`config.mk`:
```
export PLATFORM = sky130hd
export DESIGN_NAME = keyboard_wedge_hex_id_decoder
export DESIGN_NICKNAME = d
export VERILOG_FILES = /design/src/kwhd_pkg.sv /design/src/kwhd_front.sv /design/src/kwhd_queue.sv /design/src/keyboard_wedge_hex_id_decoder.sv
export SDC_FILE = /design/constraint.sdc
export NUM_CORES = 1
export LEC_CHECK = 0
export ABC_CLOCK_PERIOD_IN_PS = 5070
export BUFFER_PORTS_ARGS = -buffer_cell sky130_fd_sc_hd__buf_2
export CAP_MARGIN = 25
export CORE_MARGIN = 1
export CORE_UTILIZATION = 55
export DETAILED_ROUTE_END_ITERATION = 7
export PLACE_DENSITY = 0.74
export SYNTH_ARGS = -nofsm -noshare
export SYNTH_HDL_FRONTEND = slang
export SYNTH_HIERARCHICAL = 1
export SYNTH_SLANG_ARGS = --single-unit
```
`constraint.sdc`:
```
create_clock -name clk -period 5.07 [get_ports clk]
set_input_delay 0.7605 -clock clk [delete_from_list [all_inputs] [get_ports clk]]
set_output_delay 0.7605 -clock clk [all_outputs]
set_load 0.005 [all_outputs]
```
`src/kwhd_pkg.sv`:
```
// ----------------------------------------------------------------------------
// kwhd_pkg
// Types, key codes and the character map shared by the hex id decoder files.
// ----------------------------------------------------------------------------
package kwhd_pkg;

  typedef struct packed {
    logic [15:0]        event_type;
    logic [15:0]        key_code;
    logic signed [31:0] key_value;
  } in_item_t;

  typedef struct packed {
    logic [7:0] char_byte;
    logic       char_valid;
    logic       last_char;
    logic [5:0] terminator_code;
  } out_item_t;

  // Push request from the front end into the result queue.
  typedef struct packed {
    logic      push;
    out_item_t item;
  } q_push_t;

  localparam logic [15:0] KEY_ENVELOPE = 16'd42;
  localparam logic [15:0] KEY_END_MARK = 16'd53;
  localparam logic [15:0] KEY_SHIFT    = 16'd54;
  localparam logic [15:0] KEY_TERM_D   = 16'd32;
  localparam logic [15:0] KEY_TERM_C   = 16'd46;
  localparam logic [15:0] KEY_DIGIT_1  = 16'd2;
  localparam logic [15:0] KEY_DIGIT_0  = 16'd11;
  localparam logic [15:0] KEY_HEX_A    = 16'd30;
  localparam logic [15:0] KEY_HEX_B    = 16'd48;
  localparam logic [15:0] KEY_HEX_E    = 16'd18;
  localparam logic [15:0] KEY_HEX_F    = 16'd33;

  localparam logic [31:0] VAL_PRESS = 32'd1;

  // Maps a key code to its ASCII hex character; zero means no character.
  function automatic logic [7:0] hex_char(input logic [15:0] code, input logic shifted);
    logic [7:0] base;
    logic [7:0] ch;
    base = shifted ? 8'h41 : 8'h61;
    ch   = 8'h00;
    if (!shifted && code >= KEY_DIGIT_1 && code <= KEY_DIGIT_0) begin
      if (code == KEY_DIGIT_0) begin
        ch = 8'h30;
      end else begin
        ch = code[7:0] + 8'h2F;
      end
    end else begin
      case (code)
        KEY_HEX_A:  ch = base;
        KEY_HEX_B:  ch = base + 8'd1;
        KEY_TERM_C: ch = base + 8'd2;
        KEY_TERM_D: ch = base + 8'd3;
        KEY_HEX_E:  ch = base + 8'd4;
        KEY_HEX_F:  ch = base + 8'd5;
        default:    ch = 8'h00;
      endcase
    end
    return ch;
  endfunction

endpackage

```
`src/kwhd_front.sv`:
```
// ----------------------------------------------------------------------------
// kwhd_front
// Accepts key events, tracks envelope, shift and end mark, stores the id and
// sequences the stored characters into the result queue.
// ----------------------------------------------------------------------------
module kwhd_front
  import kwhd_pkg::*;
#(
  parameter int MAX_CHARS = 16
) (
  input  logic     clk,
  input  logic     rst_n,
  input  logic     in_valid,
  output logic     in_stall,
  input  in_item_t in_data,
  output q_push_t  q_req,
  input  logic     q_full
);

  localparam int CNT_W = $clog2(MAX_CHARS + 1);
  localparam int IDX_W = (MAX_CHARS > 1) ? $clog2(MAX_CHARS) : 1;
  localparam logic [CNT_W-1:0] CNT_MAX = CNT_W'(MAX_CHARS);

  localparam logic [1:0] ST_COLLECT = 2'd0;
  localparam logic [1:0] ST_EMIT    = 2'd1;
  localparam logic [1:0] ST_DRAIN   = 2'd2;

  logic [1:0]       state_r, state_nxt;
  logic             shift_r, shift_nxt;
  logic             end_seen_r, end_seen_nxt;
  logic             env_open_r, env_open_nxt;
  logic [CNT_W-1:0] count_r, count_nxt;
  logic [CNT_W-1:0] pos_r, pos_nxt;
  logic [5:0]       term_r, term_nxt;
  logic [7:0]       store_r [MAX_CHARS];

  logic       accept;
  logic       nonzero;
  logic       press;
  logic [7:0] new_char;
  logic       store_we;
  logic       last_item;

  assign in_stall = (state_r == ST_EMIT);
  assign accept   = in_valid && !in_stall;
  assign nonzero  = (in_data.key_value != 32'sd0);
  assign press    = (in_data.key_value == $signed(VAL_PRESS));
  assign new_char = hex_char(in_data.key_code, shift_r);
  assign last_item = (count_r == '0) || (pos_r + CNT_W'(1) == count_r);

  always_comb begin
    state_nxt    = state_r;
    shift_nxt    = shift_r;
    end_seen_nxt = end_seen_r;
    env_open_nxt = env_open_r;
    count_nxt    = count_r;
    pos_nxt      = pos_r;
    term_nxt     = term_r;
    store_we     = 1'b0;
    q_req        = '0;

    case (state_r)
      ST_COLLECT: begin
        if (accept) begin
          if (in_data.key_code == KEY_ENVELOPE) begin
            env_open_nxt = nonzero;
          end else if (end_seen_r) begin
            if ((in_data.key_code == KEY_TERM_D || in_data.key_code == KEY_TERM_C)
                && press) begin
              state_nxt = ST_EMIT;
              pos_nxt   = '0;
              term_nxt  = in_data.key_code[5:0];
            end
          end else if (env_open_r && in_data.key_code == KEY_END_MARK) begin
            end_seen_nxt = nonzero;
            env_open_nxt = 1'b0;
          end else if (in_data.key_code == KEY_SHIFT) begin
            shift_nxt = nonzero;
          end else if (press && !env_open_r) begin
            if (new_char != 8'h00 && count_r < CNT_MAX) begin
              store_we  = 1'b1;
              count_nxt = count_r + CNT_W'(1);
            end
          end
        end
      end
      ST_EMIT: begin
        q_req.item.char_valid      = (count_r != '0);
        q_req.item.char_byte       = (count_r != '0) ? store_r[pos_r[IDX_W-1:0]] : 8'h00;
        q_req.item.last_char       = last_item;
        q_req.item.terminator_code = term_r;
        if (!q_full) begin
          q_req.push = 1'b1;
          if (last_item) begin
            state_nxt = ST_DRAIN;
          end else begin
            pos_nxt = pos_r + CNT_W'(1);
          end
        end
      end
      ST_DRAIN: begin
        if (accept && in_data.event_type == 16'd0 && in_data.key_code == 16'd0
            && in_data.key_value == 32'sd0) begin
          state_nxt    = ST_COLLECT;
          shift_nxt    = 1'b0;
          end_seen_nxt = 1'b0;
          env_open_nxt = 1'b0;
          count_nxt    = '0;
        end
      end
      default: begin
        state_nxt = ST_COLLECT;
      end
    endcase
  end

  always_ff @(posedge clk) begin
    if (!rst_n) begin
      state_r    <= ST_COLLECT;
      shift_r    <= 1'b0;
      end_seen_r <= 1'b0;
      env_open_r <= 1'b0;
      count_r    <= '0;
    end else begin
      state_r    <= state_nxt;
      shift_r    <= shift_nxt;
      end_seen_r <= end_seen_nxt;
      env_open_r <= env_open_nxt;
      count_r    <= count_nxt;
    end
  end

  always_ff @(posedge clk) begin
    pos_r  <= pos_nxt;
    term_r <= term_nxt;
    if (store_we) begin
      store_r[count_r[IDX_W-1:0]] <= new_char;
    end
  end

endmodule

```
`src/kwhd_queue.sv`:
```
// ----------------------------------------------------------------------------
// kwhd_queue
// Result queue and output stage; its head drives the result channel.
// ----------------------------------------------------------------------------
module kwhd_queue
  import kwhd_pkg::*;
#(
  parameter int DEPTH = 4
) (
  input  logic      clk,
  input  logic      rst_n,
  input  q_push_t   q_req,
  output logic      q_full,
  output logic      out_valid,
  input  logic      out_stall,
  output out_item_t out_data
);

  localparam int PTR_W = (DEPTH > 1) ? $clog2(DEPTH) : 1;
  localparam int CNT_W = $clog2(DEPTH + 1);
  localparam logic [PTR_W-1:0] PTR_LAST = PTR_W'(DEPTH - 1);
  localparam logic [CNT_W-1:0] CNT_FULL = CNT_W'(DEPTH);

  out_item_t        mem_r [DEPTH];
  logic [PTR_W-1:0] wr_ptr_r, wr_ptr_nxt;
  logic [PTR_W-1:0] rd_ptr_r, rd_ptr_nxt;
  logic [CNT_W-1:0] level_r, level_nxt;
  logic             do_push;
  logic             do_pop;

  assign q_full    = (level_r == CNT_FULL);
  assign out_valid = (level_r != '0);
  assign out_data  = mem_r[rd_ptr_r];
  assign do_push   = q_req.push && !q_full;
  assign do_pop    = out_valid && !out_stall;

  always_comb begin
    wr_ptr_nxt = wr_ptr_r;
    rd_ptr_nxt = rd_ptr_r;
    level_nxt  = level_r;
    if (do_push) begin
      wr_ptr_nxt = (wr_ptr_r == PTR_LAST) ? '0 : wr_ptr_r + PTR_W'(1);
    end
    if (do_pop) begin
      rd_ptr_nxt = (rd_ptr_r == PTR_LAST) ? '0 : rd_ptr_r + PTR_W'(1);
    end
    if (do_push && !do_pop) begin
      level_nxt = level_r + CNT_W'(1);
    end else if (do_pop && !do_push) begin
      level_nxt = level_r - CNT_W'(1);
    end
  end

  always_ff @(posedge clk) begin
    if (!rst_n) begin
      wr_ptr_r <= '0;
      rd_ptr_r <= '0;
      level_r  <= '0;
    end else begin
      wr_ptr_r <= wr_ptr_nxt;
      rd_ptr_r <= rd_ptr_nxt;
      level_r  <= level_nxt;
    end
  end

  always_ff @(posedge clk) begin
    if (do_push) begin
      mem_r[wr_ptr_r] <= q_req.item;
    end
  end

endmodule

```
`src/keyboard_wedge_hex_id_decoder.sv`:
```
// ----------------------------------------------------------------------------
// keyboard_wedge_hex_id_decoder
// Decodes a hex identifier typed through a keyboard-style event stream.
// ----------------------------------------------------------------------------
// Key events enter on the in_ channel (valid/stall) as one transaction each,
// and the decoded id leaves on the out_ channel, one character per
// transaction, with the last one flagged and the terminating key code.
// Ordinary events are taken one per cycle and give no result. A terminator
// press starts the emitter: it moves one stored character per cycle, while
// the queue has room, into a small result queue, and in_stall stays high
// until the last one (or the single empty-id result) has been pushed.
// The first result shows on out_valid once the emitter, entered on the
// accepted terminator, has written it into the queue registers;
// later ones follow one per cycle while the receiver takes them.
// The emitter read port on the character store sets this one-per-cycle rate.
// A stall on the out_ side only fills the queue. While the queue is full the
// emitter waits and in_stall stays high for those extra cycles; outside
// emission the input never waits on the out_ side. After the id is sent the
// block drops every event until a sync event of all zeros, which clears it.
// Reset (rst_n low, synchronous) clears all flags, the character count and
// the queue; the character store itself needs no clearing.
// ----------------------------------------------------------------------------
module keyboard_wedge_hex_id_decoder
  import kwhd_pkg::*;
#(
  parameter int MAX_CHARS   = 16,
  parameter int QUEUE_DEPTH = 4
) (
  input  logic      clk,
  input  logic      rst_n,
  input  logic      in_valid,
  output logic      in_stall,
  input  in_item_t  in_data,
  output logic      out_valid,
  input  logic      out_stall,
  output out_item_t out_data
);

  // Push requests from the front end and back-pressure from the queue.
  q_push_t q_req;
  logic    q_full;

  kwhd_front #(
    .MAX_CHARS(MAX_CHARS)
  ) u_front (
    .clk      (clk),
    .rst_n    (rst_n),
    .in_valid (in_valid),
    .in_stall (in_stall),
    .in_data  (in_data),
    .q_req    (q_req),
    .q_full   (q_full)
  );

  kwhd_queue #(
    .DEPTH(QUEUE_DEPTH)
  ) u_queue (
    .clk       (clk),
    .rst_n     (rst_n),
    .q_req     (q_req),
    .q_full    (q_full),
    .out_valid (out_valid),
    .out_stall (out_stall),
    .out_data  (out_data)
  );

endmodule

```
==> impl_metrics.prom <==
# TYPE chip_impl_metric gauge
chip_impl_metric{name="die_h",unit="um"} 135.3
chip_impl_metric{name="number_of_antenna_violations_at_the_first_check_in_global_routing",unit=""} 0
chip_impl_metric{name="cts.htree.levels",unit=""} 1
chip_impl_metric{name="area_taken_by_multi_input_logic_gates",unit="mm^2"} 0.003073
chip_impl_info{name="rsz0062_at_grt",value="false"} 1
chip_impl_metric{name="synth_seq_area_share",unit="%"} 67.12
chip_impl_info{name="r2r_start",value="u_front/state_r[1]"} 1
chip_impl_metric{name="remaining_drc_errors",unit=""} 0
chip_impl_metric{name="max-vdd-ir-drop",unit="mV"} 0.2296
chip_impl_metric{name="final_max_slew_viol_count",unit=""} 0
chip_impl_info{name="clk_root_buffer_cell",value="clkbuf_16"} 1
chip_impl_metric{name="synth_seq_cells",unit=""} 226
chip_impl_metric{name="post_route_cells_drive_above_1_share",unit="%"} 27.61
chip_impl_info{name="crit_path_end_kind",value="register"} 1
chip_impl_info{name="mostFrequentLayoutCells",value="edfxtp_1 (203), buf_2 (85), mux4_2 (42)"} 1
chip_impl_metric{name="min_period_over_period",unit="%"} 68.08
chip_impl_metric{name="routed-via-count",unit=""} 5489
chip_impl_metric{name="cts_buffer_depth",unit=""} 3
chip_impl_metric{name="io_buffer_count",unit=""} 85
chip_impl_metric{name="skew",unit="ns"} 0.01169
chip_impl_metric{name="areaGrowthSynthToFinish",unit="%"} 14.70
chip_impl_metric{name="drt_first_pass_iters",unit=""} 5
chip_impl_metric{name="synth-edff-count",unit=""} 203
chip_impl_metric{name="first_global_vias",unit=""} 5678
chip_impl_metric{name="postCtsHoldBufs",unit=""} 0
chip_impl_metric{name="clock_latency",unit="ns"} 0.49
chip_impl_metric{name="timing.final.crit_period",unit="ns"} 3.452
chip_impl_info{name="hold_path_startpoint",value="u_front/shift_r"} 1
chip_impl_metric{name="post-dp-hpwl",unit="mm"} 12.87
chip_impl_metric{name="gr-total-overflow",unit=""} 0
chip_impl_metric{name="maximum_number_of_pins_on_one_net_before_global_route_repair",unit=""} 33
chip_impl_info{name="dominantRegCellSynth",value="edfxtp_1"} 1
chip_impl_metric{name="number_of_drc_violations_after_detailed_routing_iteration_0",unit=""} 413
chip_impl_metric{name="setup-tns-final",unit="ns"} 0
chip_impl_metric{name="power.static_leakage",unit="nW"} 3.973
chip_impl_metric{name="power-per-cell-area",unit="mW/mm^2"} 339.8
chip_impl_metric{name="fill_cell_instance_count_of_the_final_layout",unit=""} 1219
chip_impl_metric{name="finalSetupViolCount",unit=""} 0
chip_impl_metric{name="hold_slack",unit="ns"} 0.4883
chip_impl_metric{name="post_synth_inst_count",unit=""} 581
chip_impl_metric{name="post_cts_resize_count",unit=""} 0
chip_impl_metric{name="netlist-cell-type-count",unit=""} 67
chip_impl_metric{name="actual_transition_at_the_worst_max_transition_pin",unit="ns"} 0.8212
chip_impl_info{name="cts_tree",value="built"} 1
chip_impl_metric{name="crit_path_max_fanout",unit=""} 10
chip_impl_metric{name="drt-total-wl",unit="mm"} 19.19
chip_impl_metric{name="async_flop_share",unit="%"} 0
chip_impl_metric{name="numCtsBuffers",unit=""} 23
chip_impl_metric{name="cp_data_required_time",unit="ns"} 5.18
chip_impl_metric{name="floorplan.initialDensity",unit="%"} 56.47
chip_impl_metric{name="post_cts.repair.setup_buffers",unit=""} 0
chip_impl_metric{name="wl_per_cell",unit="um"} 20.53
chip_impl_info{name="critPathLaunch",value="in_data[32]"} 1
chip_impl_metric{name="finalHoldViolCount",unit=""} 0
chip_impl_metric{name="area_inside_the_core_boundary",unit="mm^2"} 0.01730
chip_impl_info{name="setup.worst_path.start_class",value="primary input"} 1
chip_impl_metric{name="cts_num_sinks",unit=""} 226
chip_impl_metric{name="final_antenna_net_count",unit=""} 0
chip_impl_info{name="worstHoldPathType",value="reg -> reg"} 1
chip_impl_metric{name="insertedDiodeCount",unit=""} 0
chip_impl_metric{name="synthesis.yosys.warnings",unit=""} 6
chip_impl_info{name="outcome",value="complete, no violations"} 1
chip_impl_info{name="timing_worst_setup_path_type",value="in -> reg"} 1
chip_impl_metric{name="fp.dieW",unit="um"} 135.3
chip_impl_metric{name="max_cap_violations",unit=""} 0
chip_impl_metric{name="core.rowCount",unit=""} 48
chip_impl_metric{name="worst-endpoint-arrival",unit="ns"} 3.56
chip_impl_metric{name="finish.net_count",unit=""} 780
chip_impl_metric{name="grt_use_total",unit="%"} 22.05
chip_impl_metric{name="die_area",unit="mm^2"} 0.01830
chip_impl_metric{name="pin_count",unit=""} 86
chip_impl_metric{name="path_clk_slew",unit="ns"} 0.06
chip_impl_metric{name="post_synthesis_area_per_instance",unit="um^2"} 16.81
chip_impl_metric{name="netlist_area",unit="mm^2"} 0.009768
chip_impl_metric{name="grt_pass1_wl",unit="mm"} 30.21
chip_impl_metric{name="setup_slack_on_the_worst_flop_to_flop_path",unit="ns"} 1.95
chip_impl_metric{name="place.gp.congestion",unit=""} 0.8637
chip_impl_metric{name="slew_headroom",unit="%"} 45.05
chip_impl_metric{name="fmaxAchievable",unit="MHz"} 289.7
chip_impl_metric{name="vias_per_cell",unit=""} 5.871
chip_impl_metric{name="ff_latch_area",unit="mm^2"} 0.006558
chip_impl_info{name="final_common_cell",value="edfxtp_1"} 1
state kept, by name, indices dropped and copies added, names as in the netlist, named ones only:
register	cells
u_front/store_r	128
u_queue/mem_r	64
u_front/term_r	6
u_front/count_r	5
u_front/pos_r	5
u_queue/level_r	3
u_front/state_r	2
u_queue/rd_ptr_r	2
u_queue/wr_ptr_r	2
u_front/end_seen_r	1
u_front/env_open_r	1
u_front/shift_r	1
report_power, final:
group	total [W]	switching, W	internal (W)
logic	0.000202	0.0000921	0.000110
registers	0.00204	0.0000236	0.00202
clock network	0.00156	0.000627	0.000938
synthesized netlist by cell type (all sizes together) (5+ instances only):
master,number,area (um^2)
edfxtp,203,6096
mux4,48,1104
nor2,29,108.9
nand2,25,93.84
dfxtp,23,460.4
a211oi,17,127.6
ha,17,212.7
nor3,17,85.08
buf,16,112.6
nor4,15,140.1
and2,13,81.33
inv,12,45.04
mux2i,12,120.1
nor2b,12,75.07
a21oi,9,48.80
clkbuf,9,33.78
o21ai,9,45.04
xnor2,9,78.83
nand2b,8,50.05
nand4,8,50.05
xor2,7,61.31
nand3,6,30.03
and3,5,32.53
routing by layer:
metal	share of wire [%]	wire [um]	track usage, %
met1	41	7903	28.74
met3	5.7	1085	3.143
met4	1.6	301	6.180
met5	0	0	0
met2	52	9903	38.66
through the flow:
step,util [%],area [um^2],total power [W],std cells,setup WS (ns)
after CTS,64.58,11170,0.003821,933,1.479
after detailed placement,60.53,10470,0.002272,892,0.9694
after global placement,60.48,10460,0.002262,891,1.053
final,64.78,11200,0.003807,935,1.618
after global routing,64.78,11200,0.003926,935,1.521
after floorplan,-,9824,0.002204,596,1.568
cell type report:
type	instances	area share, %
inverters	13	0.4355
clock inverters	9	0.8152
flip-flops and latches	226	58.53
clock buffers	32	5.438
multi-input cells	332	27.43
well taps	225	2.513
repair buffers	98	4.846
kinds of logic (layout without fill, tap and decap cells):
kind of cell             after synthesis  in the layout  share of synthesized area, %
adder cells (fa/ha/maj)               18             18                         2.382
AO/OA/AOI/OAI                         54             54                         3.997
other                                  1             16                       0.03839
XOR/XNOR                              16             16                         1.435
flip-flops                           226            226                         67.12
buffers and inverters                 38            152                         1.998
AND/OR/NAND/NOR                      164            164                         10.04
multiplexers                          64             64                         12.99
critical path, stage by stage:
cell and delay, ns:
buf_2 0.13, inv_1 0.09, ha_1 0.27, nor3b_1 0.17, and4_4 0.20, or4_4 0.55, a311oi_4 0.49, nand2_1 0.22
nor2_1 0.67
final timing paths:
path | endpoint | depth (start not counted)
worst max-delay path | u_front/store_r[11][4] | 9
worst min-delay path | u_front/shift_r | 2
worst max register to register | u_front/store_r[11][4] | 6
worst min register to register | u_front/shift_r | 2
No activity file was read; power rests on OpenSTA's default activity.
